$ cat config.mk
export PLATFORM = sky130hd
export DESIGN_NAME = modular_exponentiation_unit
export DESIGN_NICKNAME = d
export VERILOG_FILES = /design/src/hdl/mexp_pkg.sv /design/src/hdl/mexp_modmul.sv /design/src/hdl/mexp_seq.sv /design/src/hdl/modular_exponentiation_unit.sv
export SDC_FILE = /design/constraint.sdc
export NUM_CORES = 1
export LEC_CHECK = 0
export ABC_AREA = 1
export ABC_CLOCK_PERIOD_IN_PS = 5600
export BUFFER_PORTS_ARGS = -buffer_cell sky130_fd_sc_hd__buf_2
export CORE_MARGIN = 3
export CORE_UTILIZATION = 45
export CTS_CLUSTER_SIZE = 40
export DETAILED_ROUTE_END_ITERATION = 8
export GPL_TIMING_DRIVEN = 0
export PLACE_DENSITY = 0.62
export SYNTH_ARGS = -nofsm -noshare
export SYNTH_HDL_FRONTEND = slang
export SYNTH_SLANG_ARGS = --single-unit
$ cat constraint.sdc
create_clock -name clk -period 5.6 [get_ports clk]
set_input_delay 0.56 -clock clk [delete_from_list [all_inputs] [get_ports clk]]
set_output_delay 0.56 -clock clk [all_outputs]
set_load 0.02 [all_outputs]
$ cat src/hdl/mexp_pkg.sv
// Shared constants and types for the modular exponentiation unit.
// No dependencies; every other file in hdl/ imports this package.
package mexp_pkg;

  // Default internal word width. Operands are taken in their low bits at this width.
  localparam int DEF_WORD_WIDTH = 32;

  // Fixed width of the base, result and configuration data ports.
  localparam int FIELD_W = 32;

  // Configuration register index width and register indexes.
  localparam int CFG_INDEX_W = 2;
  localparam logic [CFG_INDEX_W-1:0] REG_MODULUS  = 2'd0;
  localparam logic [CFG_INDEX_W-1:0] REG_EXPONENT = 2'd1;

  // Reset values of the configuration registers.
  localparam logic [FIELD_W-1:0] MODULUS_RESET  = 32'd1;
  localparam logic [FIELD_W-1:0] EXPONENT_RESET = 32'd1;

  typedef logic [FIELD_W-1:0]     field_t;
  typedef logic [CFG_INDEX_W-1:0] cfg_index_t;

endpackage

$ cat src/hdl/mexp_modmul.sv
// Bit-serial modular multiplier: p = a * b mod m, one bit of b per cycle.
// Depends on mexp_pkg for the default word width.
module mexp_modmul
  import mexp_pkg::*;
#(
  parameter int WORD_WIDTH = DEF_WORD_WIDTH
) (
  input  logic                  clk,
  input  logic                  rst,
  input  logic                  load,
  input  logic [WORD_WIDTH-1:0] a,
  input  logic [WORD_WIDTH-1:0] b,
  input  logic [WORD_WIDTH-1:0] m,
  output logic                  done,
  output logic [WORD_WIDTH-1:0] p
);

  localparam int CW = $clog2(WORD_WIDTH);
  localparam int SW = WORD_WIDTH + 2;

  logic                  run;
  logic [CW-1:0]         cnt;
  logic [WORD_WIDTH-1:0] acc;
  logic [WORD_WIDTH-1:0] a_reg;
  logic [WORD_WIDTH-1:0] b_sh;
  logic [WORD_WIDTH-1:0] acc_next;
  logic [WORD_WIDTH-1:0] addend;
  logic [SW-1:0]         sum;
  logic [SW-1:0]         m1;
  logic [SW-1:0]         m2;

  // One step: acc = (2*acc + bit*a) mod m, with acc < m and a < m, so the sum is below 3m.
  always_comb begin
    addend = b_sh[WORD_WIDTH-1] ? a_reg : '0;
    sum    = {1'b0, acc, 1'b0} + {2'b00, addend};
    m1     = {2'b00, m};
    m2     = {1'b0, m, 1'b0};
    if (sum >= m2) begin
      acc_next = WORD_WIDTH'(sum - m2);
    end else if (sum >= m1) begin
      acc_next = WORD_WIDTH'(sum - m1);
    end else begin
      acc_next = WORD_WIDTH'(sum);
    end
  end

  // Control: a load starts a run of WORD_WIDTH steps, done pulses after the last one.
  always_ff @(posedge clk) begin
    if (rst) begin
      run  <= 1'b0;
      done <= 1'b0;
      cnt  <= '0;
    end else begin
      done <= 1'b0;
      if (load) begin
        run <= 1'b1;
        cnt <= CW'(WORD_WIDTH - 1);
      end else if (run) begin
        if (cnt == '0) begin
          run  <= 1'b0;
          done <= 1'b1;
        end else begin
          cnt <= cnt - 1'b1;
        end
      end
    end
  end

  // Datapath: the multiplier operand shifts out most significant bit first.
  always_ff @(posedge clk) begin
    if (load) begin
      acc   <= '0;
      a_reg <= a;
      b_sh  <= b;
    end else if (run) begin
      acc  <= acc_next;
      b_sh <= {b_sh[WORD_WIDTH-2:0], 1'b0};
    end
  end

  assign p = acc;

endmodule

$ cat src/hdl/mexp_seq.sv
// Square-and-multiply sequencer: reduces the base, then walks the exponent bits
// from the top, issuing squarings and multiplications to mexp_modmul. Uses mexp_pkg.
module mexp_seq
  import mexp_pkg::*;
#(
  parameter int WORD_WIDTH = DEF_WORD_WIDTH
) (
  input  logic                  clk,
  input  logic                  rst,
  input  logic                  go,
  input  logic [WORD_WIDTH-1:0] m_in,
  input  logic [WORD_WIDTH-1:0] e_in,
  input  logic [WORD_WIDTH-1:0] base_in,
  input  logic                  mm_done,
  input  logic [WORD_WIDTH-1:0] mm_p,
  output logic                  mm_load,
  output logic [WORD_WIDTH-1:0] mm_a,
  output logic [WORD_WIDTH-1:0] mm_b,
  output logic [WORD_WIDTH-1:0] mod_w,
  output logic                  active,
  output logic                  fin,
  output logic [WORD_WIDTH-1:0] res
);

  localparam int CW = $clog2(WORD_WIDTH);

  localparam logic [1:0] S_IDLE = 2'd0;
  localparam logic [1:0] S_RED  = 2'd1;
  localparam logic [1:0] S_SQR  = 2'd2;
  localparam logic [1:0] S_MUL  = 2'd3;

  logic [1:0]            state;
  logic [CW-1:0]         pos;
  logic [WORD_WIDTH-1:0] exp_sh;
  logic [WORD_WIDTH-1:0] base_red;
  logic [WORD_WIDTH-1:0] acc;
  logic                  last_bit;

  assign last_bit = (pos == '0);
  assign active   = (state != S_IDLE);

  // Control state: out of idle, steps only when the multiplier reports a product.
  always_ff @(posedge clk) begin
    if (rst) begin
      state   <= S_IDLE;
      mm_load <= 1'b0;
      fin     <= 1'b0;
    end else begin
      mm_load <= 1'b0;
      fin     <= 1'b0;
      case (state)
        S_IDLE: begin
          if (go) begin
            if (m_in == '0) begin
              fin <= 1'b1;
            end else begin
              mm_load <= 1'b1;
              state   <= S_RED;
            end
          end
        end
        S_RED: begin
          if (mm_done) begin
            mm_load <= 1'b1;
            state   <= S_SQR;
          end
        end
        S_SQR: begin
          if (mm_done) begin
            if (exp_sh[WORD_WIDTH-1]) begin
              mm_load <= 1'b1;
              state   <= S_MUL;
            end else if (last_bit) begin
              fin   <= 1'b1;
              state <= S_IDLE;
            end else begin
              mm_load <= 1'b1;
            end
          end
        end
        S_MUL: begin
          if (mm_done) begin
            if (last_bit) begin
              fin   <= 1'b1;
              state <= S_IDLE;
            end else begin
              mm_load <= 1'b1;
              state   <= S_SQR;
            end
          end
        end
        default: begin
          state <= S_IDLE;
        end
      endcase
    end
  end

  // Datapath: operands for the next product, the exponent shifter and the final value.
  always_ff @(posedge clk) begin
    case (state)
      S_IDLE: begin
        if (go) begin
          mod_w  <= m_in;
          exp_sh <= e_in;
          if (m_in == '0) begin
            res <= '0;
          end else begin
            // The base is reduced as (1 mod m) * base, with 1 mod m being 0 when m is one.
            acc  <= (m_in == WORD_WIDTH'(1)) ? '0 : WORD_WIDTH'(1);
            mm_a <= (m_in == WORD_WIDTH'(1)) ? '0 : WORD_WIDTH'(1);
            mm_b <= base_in;
          end
        end
      end
      S_RED: begin
        if (mm_done) begin
          base_red <= mm_p;
          mm_a     <= acc;
          mm_b     <= acc;
          pos      <= CW'(WORD_WIDTH - 1);
        end
      end
      S_SQR: begin
        if (mm_done) begin
          acc <= mm_p;
          if (exp_sh[WORD_WIDTH-1]) begin
            mm_a <= mm_p;
            mm_b <= base_red;
          end else begin
            exp_sh <= {exp_sh[WORD_WIDTH-2:0], 1'b0};
            mm_a   <= mm_p;
            mm_b   <= mm_p;
            res    <= mm_p;
            pos    <= pos - 1'b1;
          end
        end
      end
      S_MUL: begin
        if (mm_done) begin
          acc    <= mm_p;
          exp_sh <= {exp_sh[WORD_WIDTH-2:0], 1'b0};
          mm_a   <= mm_p;
          mm_b   <= mm_p;
          res    <= mm_p;
          pos    <= pos - 1'b1;
        end
      end
      default: begin
        acc <= acc;
      end
    endcase
  end

endmodule

$ cat src/hdl/modular_exponentiation_unit.sv
// Modular exponentiation unit: result = base ^ exponent mod modulus.
// Depends on mexp_pkg, mexp_modmul and mexp_seq.
//
// Usage:
//   Configuration: modulus (index 0) and exponent (index 1) are written through
//   cfg_valid / cfg_ready / cfg_index / cfg_data; a transfer happens when valid and
//   ready are both high. cfg_ready is always high. Writes to other indexes are dropped.
//   Write configuration only while busy is low and no result is pending.
//   Command: a transfer of base happens on a clock edge with start high and busy low.
//   The result appears on result, marked by done. The receiver
//   cannot stall; done is a single-cycle strobe.
// Timing:
//   One bit-serial modular multiplier does all the work at one bit per cycle. An item
//   needs one base reduction, WORD_WIDTH squarings and one multiplication per set
//   exponent bit. A zero modulus gives 0 in the cycle after the command transfer.
//   One item is in work at a time; busy drops as done is shown, so the next command
//   can be taken in the cycle that carries the result.
// Reset: rst is synchronous, active high; modulus and exponent return to 1, the unit idles.
module modular_exponentiation_unit
  import mexp_pkg::*;
#(
  parameter int WORD_WIDTH = DEF_WORD_WIDTH
) (
  input  logic       clk,
  input  logic       rst,
  input  logic       start,
  output logic       busy,
  input  field_t     base,
  output logic       done,
  output field_t     result,
  input  logic       cfg_valid,
  output logic       cfg_ready,
  input  cfg_index_t cfg_index,
  input  field_t     cfg_data
);

  field_t                modulus;
  field_t                exponent;
  logic                  go;
  logic                  mm_load;
  logic                  mm_done;
  logic [WORD_WIDTH-1:0] mm_a;
  logic [WORD_WIDTH-1:0] mm_b;
  logic [WORD_WIDTH-1:0] mm_p;
  logic [WORD_WIDTH-1:0] mod_w;
  logic [WORD_WIDTH-1:0] res_w;

  assign cfg_ready = 1'b1;
  assign go        = start && !busy;

  // Configuration registers.
  always_ff @(posedge clk) begin
    if (rst) begin
      modulus  <= MODULUS_RESET;
      exponent <= EXPONENT_RESET;
    end else if (cfg_valid && cfg_ready) begin
      case (cfg_index)
        REG_MODULUS:  modulus  <= cfg_data;
        REG_EXPONENT: exponent <= cfg_data;
        default:      modulus  <= modulus;
      endcase
    end
  end

  mexp_seq #(
    .WORD_WIDTH(WORD_WIDTH)
  ) u_seq (
    .clk     (clk),
    .rst     (rst),
    .go      (go),
    .m_in    (WORD_WIDTH'(modulus)),
    .e_in    (WORD_WIDTH'(exponent)),
    .base_in (WORD_WIDTH'(base)),
    .mm_done (mm_done),
    .mm_p    (mm_p),
    .mm_load (mm_load),
    .mm_a    (mm_a),
    .mm_b    (mm_b),
    .mod_w   (mod_w),
    .active  (busy),
    .fin     (done),
    .res     (res_w)
  );

  mexp_modmul #(
    .WORD_WIDTH(WORD_WIDTH)
  ) u_modmul (
    .clk  (clk),
    .rst  (rst),
    .load (mm_load),
    .a    (mm_a),
    .b    (mm_b),
    .m    (mod_w),
    .done (mm_done),
    .p    (mm_p)
  );

  assign result = FIELD_W'(res_w);

  // A result is only shown once the sequencer has gone idle.
  a_done_idle: assert property (@(posedge clk) disable iff (rst) done |-> !busy)
    else $error("done asserted while busy");

  // An accepted command either starts work or completes at once.
  a_start_effect: assert property (@(posedge clk) disable iff (rst)
    (start && !busy) |=> (busy || done))
    else $error("accepted command had no effect");

  // A result follows either work in progress or a command transfer.
  a_done_cause: assert property (@(posedge clk) disable iff (rst)
    done |-> ($past(busy) || $past(start)))
    else $error("result without a command");

endmodule

# ---- Word-level counts from Yosys, hierarchy flattened
# Index checks and enable logic that the tools add are counted.
dict set report classes {
  n_eq_ne 15
  addsub 5
  n_bitwise 1
  n_reduce_logical 27
  mux 63
  magnitude_cmp 2
}
# operator n
set ops {}
lappend ops {{32-bit 2-to-1 mux} 21}
lappend ops {{32-bit case mux with 3 select lines} 3}
lappend ops {{32-bit case mux with 4 select lines} 1}
lappend ops {{32-bit case mux with 2 select lines} 1}
lappend ops {{32-bit subtractor} 2}
lappend ops {{5-bit 2-to-1 mux} 7}
lappend ops {{33-bit by 32-bit adder with 34-bit output} 1}
lappend ops {{34-bit by 32-bit >= comparator with 1-bit output} 1}
lappend ops {{34-bit by 33-bit >= comparator with 1-bit output} 1}
lappend ops {{32-bit by 1-bit equality test with 1-bit output (second input constant)} 1}
lappend ops {{32-bit logical NOT} 1}
lappend ops {{1-bit 2-to-1 mux} 18}
lappend ops {{2-bit 2-to-1 mux} 8}
lappend ops {{5-bit case mux with 3 select lines} 1}
lappend ops {{5-bit AND reduction} 3}
lappend ops {{4-bit AND reduction} 3}
lappend ops {{6-bit AND reduction} 2}
lappend ops {{5-bit logical NOT} 2}
lappend ops {{2-bit by 1-bit inequality test with 1-bit output (second input constant)} 5}
lappend ops {{2-bit AND reduction} 5}
lappend ops {{5-bit by 1-bit subtractor with 5-bit output (second input constant)} 2}
lappend ops {{2-bit inequality test (second input constant)} 4}
lappend ops {{2-bit case mux with 4 select lines} 1}
lappend ops {{2-bit nonzero test} 3}
lappend ops {{other kinds (12)} 16}
dict set report totals {
  inputBits 70
  output_inout_bits 35
  word_cells 133
  reg_bits 400
}

# ---- Longest topological paths before layout
# Gate-level depths: netlist of run 1.
dict set report depth {
  depth_word 5
  ltp_mapped 36
  depth_no_buf 34
}

# ---- By module
# From an unflattened synthesis of run 1, not the netlist that was laid out.
dict set report unflattened {
  hier_cells 2877
  hier_area_um2 22868.2
}
# mod seq_area_each_um2 instances cells_each area_each_um2
set by_module_without_submodules {}
lappend by_module_without_submodules {mexp_modmul 2702.6 1 1808 11160.7}
lappend by_module_without_submodules {mexp_seq 6956.7 1 655 8957.3}
lappend by_module_without_submodules {modular_exponentiation_unit 1281.2 1 414 2750.1}

# ---- Worst setup path before layout of run 1
# Ideal clock, no wire load.
dict set report synth_timing {
  path_kind {register to register}
  startpoint {reg u_seq.state[1]}
  endpoint {reg u_seq.res[0] (enable)}
  arrival_ns 5.303
  path_buffers 1
  required_ns 5.209
  slack_ns -0.094
  stages_incl_launch_ff 8
  synth_period_minus_slack_ns 5.694
  setup_ns 0.391
  cell_sequence {dfxtp_1 > clkbuf_1 > nor2_2 > clkinv_1 > nor2_1 > inv_1 > a21oi_1 > o21a_1}
}
dict set report synth_between {
  elab_chain_cells 5
  elab_cells_between_ends 13
  cone_classes {eq/ne: 7; reduce/logical: 6}
}
# element line
set synth_rtl {}
lappend synth_rtl {{from (decl)} mexp_seq.sv:32} ;# logic [1:0] state;
lappend synth_rtl {{from (signal assigned)} mexp_seq.sv:45} ;# state <= S_IDLE;
lappend synth_rtl {{from (signal assigned)} mexp_seq.sv:58} ;# state <= S_RED;
lappend synth_rtl {{from (signal assigned)} mexp_seq.sv:65} ;# state <= S_SQR;
lappend synth_rtl {{2-bit nonzero test} mexp_seq.sv:40} ;# assign active = (state != S_IDLE);
lappend synth_rtl {{net busy} modular_exponentiation_unit.sv:27} ;# output logic busy,
lappend synth_rtl {{1-bit logical NOT} modular_exponentiation_unit.sv:49} ;# assign go = start && !busy;
lappend synth_rtl {{1-bit logical AND} modular_exponentiation_unit.sv:49}
lappend synth_rtl {{2-bit inequality test (no source line)} --}
lappend synth_rtl {{6-bit AND reduction (no source line)} --}
lappend synth_rtl {{to (signal assigned)} mexp_seq.sv:134} ;# res <= mm_p;
lappend synth_rtl {{to (signal assigned)} mexp_seq.sv:145} ;# res <= mm_p;
lappend synth_rtl {{to (decl)} mexp_seq.sv:22} ;# output logic [WORD_WIDTH-1:0] res
# The timed path passes the listed nets, and every way through them passes these cells.
# A chain may end at the register's enable or synchronous reset.

# ---- Worst setup path in the final report of run 1
dict set report layout_timing {
  startpoint {reg u_modmul.b_sh[31]}
  endpoint {reg u_modmul.acc[17], in the netlist u_modmul.p[17]}
}
dict set report layout_between {
  elab_chain_cells 5
  elab_cells_between_ends 8
  cone_classes {add/sub: 3; order compare: 2; mux: 3}
}
# element line
set layout_rtl {}
lappend layout_rtl {{from (decl)} mexp_modmul.sv:25} ;# logic [WORD_WIDTH-1:0] b_sh;
lappend layout_rtl {{from (signal assigned)} mexp_modmul.sv:77} ;# b_sh <= {b_sh[WORD_WIDTH-2:0], 1'b0};
lappend layout_rtl {{32-bit 2-to-1 mux (*)} mexp_modmul.sv:34} ;# addend = b_sh[WORD_WIDTH-1] ? a_reg : '0;
lappend layout_rtl {{33-bit by 32-bit adder with 34-bit output (*)} mexp_modmul.sv:35} ;# sum = {1'b0, acc, 1'b0} + {2'b00, addend};
lappend layout_rtl {{32-bit subtractor / 34-bit by 32-bit >= comparator with 1-bit output (equally long branches)} {mexp_modmul.sv:41, mexp_modmul.sv:40}}
lappend layout_rtl {{32-bit 2-to-1 mux} mexp_modmul.sv:40} ;# end else if (sum >= m1) begin
lappend layout_rtl {{32-bit 2-to-1 mux (*)} mexp_modmul.sv:38} ;# if (sum >= m2) begin
lappend layout_rtl {{to (signal assigned)} mexp_modmul.sv:76} ;# acc <= acc_next;
lappend layout_rtl {{to (decl)} mexp_modmul.sv:23} ;# logic [WORD_WIDTH-1:0] acc;
# Every way passes the cells marked *; elsewhere a longest branch is shown, timed or not.

==> results of run 1 <==
metrics by stage:
step | cell area (um^2) | hold slack [ns] | std cells
after floorplan | 22100 | 0.400 | 2649
after global placement | 23500 | 0.402 | 3407
after detailed placement | 23600 | 0.405 | 3411
after CTS | 25000 | 0.201 | 3489
after global routing | 25000 | 0.229 | 3490
final | 25000 | 0.232 | 3490
final timing paths:
kind,start,end,cells past startpoint
hold reg to reg,u_seq.mm_a[20],u_modmul.a_reg[20],0
setup reg to reg,u_modmul.b_sh[31],u_modmul.p[17],29
hold / removal,cfg_data[16],exponent[16],3
setup / recovery,u_modmul.b_sh[31],u_modmul.p[17],29
logic make-up after synthesis:
family                   synth area share
AND/OR/NAND/NOR                     0.237
XOR/XNOR                           0.0273
buffers and inverters              0.0757
adder cells (fa/ha/maj)            0.0581
other                            0.000170
flip-flops                          0.495
AO/OA/AOI/OAI                       0.107
critical path, delay by kind of cell (launching register included):
| family | cells | cell delay [ns] |
|---|---|---|
| AO/OA/AOI/OAI | 2 | 0.27 |
| XOR/XNOR | 1 | 0.29 |
| adder cells (fa/ha/maj) | 3 | 1.02 |
| buffers and inverters | 7 | 0.91 |
| flip-flops | 1 | 0.46 |
| AND/OR/NAND/NOR | 16 | 2.15 |
area by class of cell:
cell class              instances  share of cell area
plain buffers                  75              0.0136
clock buffers                  50              0.0445
clock inverters                28              0.0111
inverters                     356              0.0535
multi-input cells            1818               0.382
flip-flops and latches        400               0.438
well taps                     656              0.0328
repair buffers                107              0.0244
layout by cell type, fill, tap and decap left out, drive strengths merged, types with 2 or more instances in the layout:
cell type	n
nor2	275
bufinv	4
clkbuf	108
buf	124
inv	359
xor2	46
o21a	4
nand3	106
a22o	30
a41oi	2
ha	98
dfxtp	107
a31oi	5
fa	3
o211ai	3
nor3	29
clkinv	20
nand4	17
o21ai	128
xnor2	23
a21oi	157
nand3b	8
and2	5
or2	7
a21boi	4
o21bai	15
a21o	5
nand2	799
nor4	10
edfxtp	293
o2111ai	30
metal layers:
layer,track usage,share of wire,vias up
met1,0.360,0.46,8553
li1,-,-,9022
met4,0.0894,0.034,0
met3,0.0371,0.061,103
met2,0.400,0.45,563
met5,0,0,-
what timing repair did:
action | CTS | global route
endpoints found under the setup margin | 10 | 32
hold buffers | 0 | 0
resized for setup | 1 | 5
==> impl_results.md, run 1 <==
- Die W: 228 um
- Port Buffer Count: 102
- Period utilization: 0.937
- Clk_lat worst skew: approximately 0.58 ns
- Critical Path Fanout Max: 10
- Status: finished clean
- WP data arrival: 5.71 ns
- CP max-delay cell: ha_1
- # rows: 80
- CP required: between 6 and 7 ns
- Vias: 18,241
- Place WS: -0.00756 ns
- Setup bufs post-CTS: 0
- Antenna Violating Nets Remaining: 0
- TritonCTS clock tree: built
- Clock Skews: between 0.02 and 0.025 ns
- Netlist Area Pre-Place: 22,100 um^2
- Post-synth ARST share: 0
- Vias in the first global route: 17,613
- R2R setup slack: 0.36 ns
- Slowest stage delay, CP: 0.47 ns
- Worst setup path class: register to register
- Cell taking the most area after synthesis: edfxtp_1
- Clock buffer depth: 3
- Final setup violation count: 0
- Final worst path period need: 5.24 ns
- Setup WS post-layout: 0.355 ns
- Number of buffers created by CTS: 42
- Final core occ: 0.519
- Half-perimeter wire length after placement: approximately 54 mm
- GRT Resource Usage Total: 0.254
- Register area: 10,900 um^2
- Max-cap violations: 0
- Die area: just over 50,000 um^2
- Top post-synthesis cells by count: 768 x nand2_1, 348 x inv_1, 293 x edfxtp_1, 272 x nor2_1, 136 x a21oi_1
- Clock sinks: 400
- Fmax: about 190 MHz
- Syn Nets: 2,820
- Top_reg_cell synth: edfxtp_1
- Cell with the most instances after synthesis: nand2_1
- #FFs+latches synth: 400
- Hold Crit Class: primary input to register
- Crit path capture type: register
- Tightest Pin Transition: 0.942 ns
- RSZ-0062 raised after global routing: false
- Die height: between 200 and 250 um
- CTS Root Cell: clkbuf_16
- DR iter-0 viols: 1,478
- Routability cong.: 0.981
- 1st-pass router iterations: 5
- Layout Nets: 2,971
- Final hold viol count: 0
- Initial antenna violation count: 0
- GRT overflow: 0
- FILL cells: 4,621
- Area of the multi-input gates: 9560 um^2
- First-pass GRT wire length: 102 mm
- Vias per Instance: 5.23
- Nature of the critical path startpoint: register
- CTS clock-pin slew for the worst setup and hold paths: around 0.060 ns
- Starting Density: 0.459
- Area share of the leading cell type in the synthesized netlist: 0.398
- Share of cells above drive strength 1: 0.102
- Normalized max-slew margin: 0.370
- Core area: 48,100 um^2
- Synth Instances: 2,649
- Synth warn: 0
- Ant. Diodes: 0
- Largest net degree at the start of global routing: 35
- IO Pins: between 100 and 150
- # DRC: 0
- EDFF count, synth: a little under 300
- Post-synthesis area per instance: between 8 and 9 um^2
- Htree depth: 2
- Synth cell types: 55
- Wirelength, routed: 67.4 mm
- CP dominant cell by count: nand2_1
- Sequential area share after synthesis: 0.495
- Setup TNS: 0 ns
- Synth area leaders: edfxtp_1 40%, nand2_1 13%, dfxtp_1 9.7%, inv_1 5.9%, ha_1 5.5%
- Max-slew violations: 0
- Wire per inst: 19.3 um
- Area Growth Syn to Fin: 13.0%
Power of run 1 is left out: the tool's default activity adds up to more than one toggle a clock period on the data nets, which glitch-free logic cannot reach.
==> inputs of run 2 (changes only) <==
--- a/config.mk
+++ b/config.mk
@@ -7,7 +7,7 @@
 export LEC_CHECK = 0
 export ABC_AREA = 1
 export ABC_CLOCK_PERIOD_IN_PS = 5600
-export BUFFER_PORTS_ARGS = -buffer_cell sky130_fd_sc_hd__buf_2
+export BUFFER_PORTS_ARGS = -buffer_cell sky130_fd_sc_hd__buf_4
 export CORE_MARGIN = 3
 export CORE_UTILIZATION = 45
 export CTS_CLUSTER_SIZE = 40
==> impl_results.md, run 2 (synthesis results as in run 1) <==
- # DRC: 0
- Clk_lat worst skew: 0.57 ns
- Half-perimeter wire length after placement: 55.1 mm
- Htree depth: 2
- Critical Path Fanout Max: 10
- Crit path launch: u_modmul.b_sh[31]
- Largest net degree at the start of global routing: 35
- CP required: 6.05 ns
- Normalized max-slew margin: 0.410
- Share of cells above drive strength 1: 0.101
- Final worst path period need: 5.28 ns
- R2R setup slack: 0.32 ns
- Setup bufs post-CTS: 0
- Slowest stage delay, CP: 0.55 ns
- Place WS: 0.0944 ns
- Max-slew violations: 0
- GRT Resource Usage Total: 0.258
- CTS Root Cell: clkbuf_16
- Routability cong.: 1.04
- Tightest Pin Transition: 0.883 ns
- Max-cap violations: 0
- Fmax: 189 MHz
- Ant. Diodes: 0
- Nature of the critical path startpoint: register
- Setup WS post-layout: 0.320 ns
- WP buf/inv: 6
- DR iter-0 viols: between 1,500 and 2,000
- GRT overflow: 0
- Most common cell after layout, fill and taps aside: nand2_1
- TritonCTS clock tree: built
- Period utilization: 0.943
- Wirelength, routed: 67.7 mm
- # rows: 80
- Vias per Instance: 5.23
- Vias in the first global route: around 18,000
- RSZ-0062 raised after global routing: false
- WP data arrival: 5.73 ns
- Wire per inst: 19.4 um
- Starting Density: 0.459
- Status: finished clean
- WHS: around 0.23 ns
- Die W: between 200 and 250 um
- Cts hold-fix bufs: 0
- Vias: about 18,000
- Initial antenna violation count: 0
- First-pass GRT wire length: between 100 and 150 mm
- Layout Nets: 2,971
- Reg2reg end: u_modmul.p[29]
- Die height: 228 um
- CP max-delay cell: xor2_1
- Core area: 48,100 um^2
- RR Startpoint: u_modmul.b_sh[31]
- Reg2Reg Depth: 32
- Clock buffer depth: 3
- Clock Skews: 0.0190 ns
- Number of buffers created by CTS: 43
- Clock sinks: 400
- CP dominant cell by count: nand2_1
- Worst hold path depth: 3
- Worst setup path class: register to register
- Die area: 51,900 um^2
- IO Pins: 105
- Antenna Violating Nets Remaining: 0
- Hold endpoint: exponent[19]
- CTS clock-pin slew for the worst setup and hold paths: ~0.060 ns
- Final hold viol count: 0
- Area Growth Syn to Fin: 13.9%
- Worst hold start: cfg_data[19]
- Commonest non-fill, non-tap cells in the layout: 768 x nand2_1, 345 x inv_1, 293 x edfxtp_1
- Hold Crit Class: primary input to register
- Cell family with most CP delay: simple AND/OR/NAND/NOR gates
- Port Buffer Count: between 100 and 150
- Final setup violation count: 0
- Crit path capture type: register
- 1st-pass router iterations: 6
## run 2: cell count changes in the layout (fill, tap and decap cells not counted), moves of 3 or more
cell,change
xor2_1,-4
clkbuf_1,+3
buf_4,+102
bufinv_16,-3
xor2_2,+4
clkinv_2,-4
buf_2,-101
## run 2: metrics by stage
step | cell area [um^2] | cells | util | setup TNS, ns
3_5_place_dp | 23800 | 3411 | 0.495 | 0
3_3_place_gp | 23700 | 3407 | 0.493 | -102.20
5_1_grt | 25200 | 3490 | 0.524 | 0
2_1_floorplan | 22100 | 2649 | - | 0
4_1_cts | 25200 | 3490 | 0.523 | 0
6_report | 25200 | 3490 | 0.524 | 0
## run 2: repair_timing
item	4_1_cts	5_1_grt
resized for setup	0	12
endpoints found under the hold margin	0	0
endpoints found under the setup margin	0	32
## run 2: worst max-delay path by stage
stage / end / cells past startpoint / slack, ns
CTS: u_modmul.p[0] / 29 / 0.05
finish: u_modmul.p[29] / 32 / 0.32
detailed placement: u_modmul.p[0] / 29 / 0.09
global route: u_modmul.p[29] / 33 / 0.01
global placement: u_seq.res[12] / 7 / -1.58
floorplan: u_seq.res[0] / 7 / 0.48
## run 2: layout make-up
type / count / area (um^2)
plain buffers: 75 / 339
clock buffers: 54 / 1130
clock inverters: 25 / 200
fillers: 4599 / 22900
inverters: 356 / 1340
multi-input cells: 1818 / 9590
flip-flops and latches: 400 / 10900
well taps: 656 / 821
repair buffers: 106 / 846
## run 2: worst min-delay path: stages
cell,delay [ns]
buf_4,0.08
nor2_1,0.04
nor2_1,0.08
## run 2: metal layers
layer | vias to the layer above | global-route usage | wire, um
met5 | - | 0 | 0
met4 | 0 | 0.0693 | 1770
met3 | 93 | 0.0306 | 3950
met2 | 574 | 0.408 | 30200
met1 | 8569 | 0.376 | 31800
li1 | 9031 | - | -
Power of run 2 is left out for the same reason.
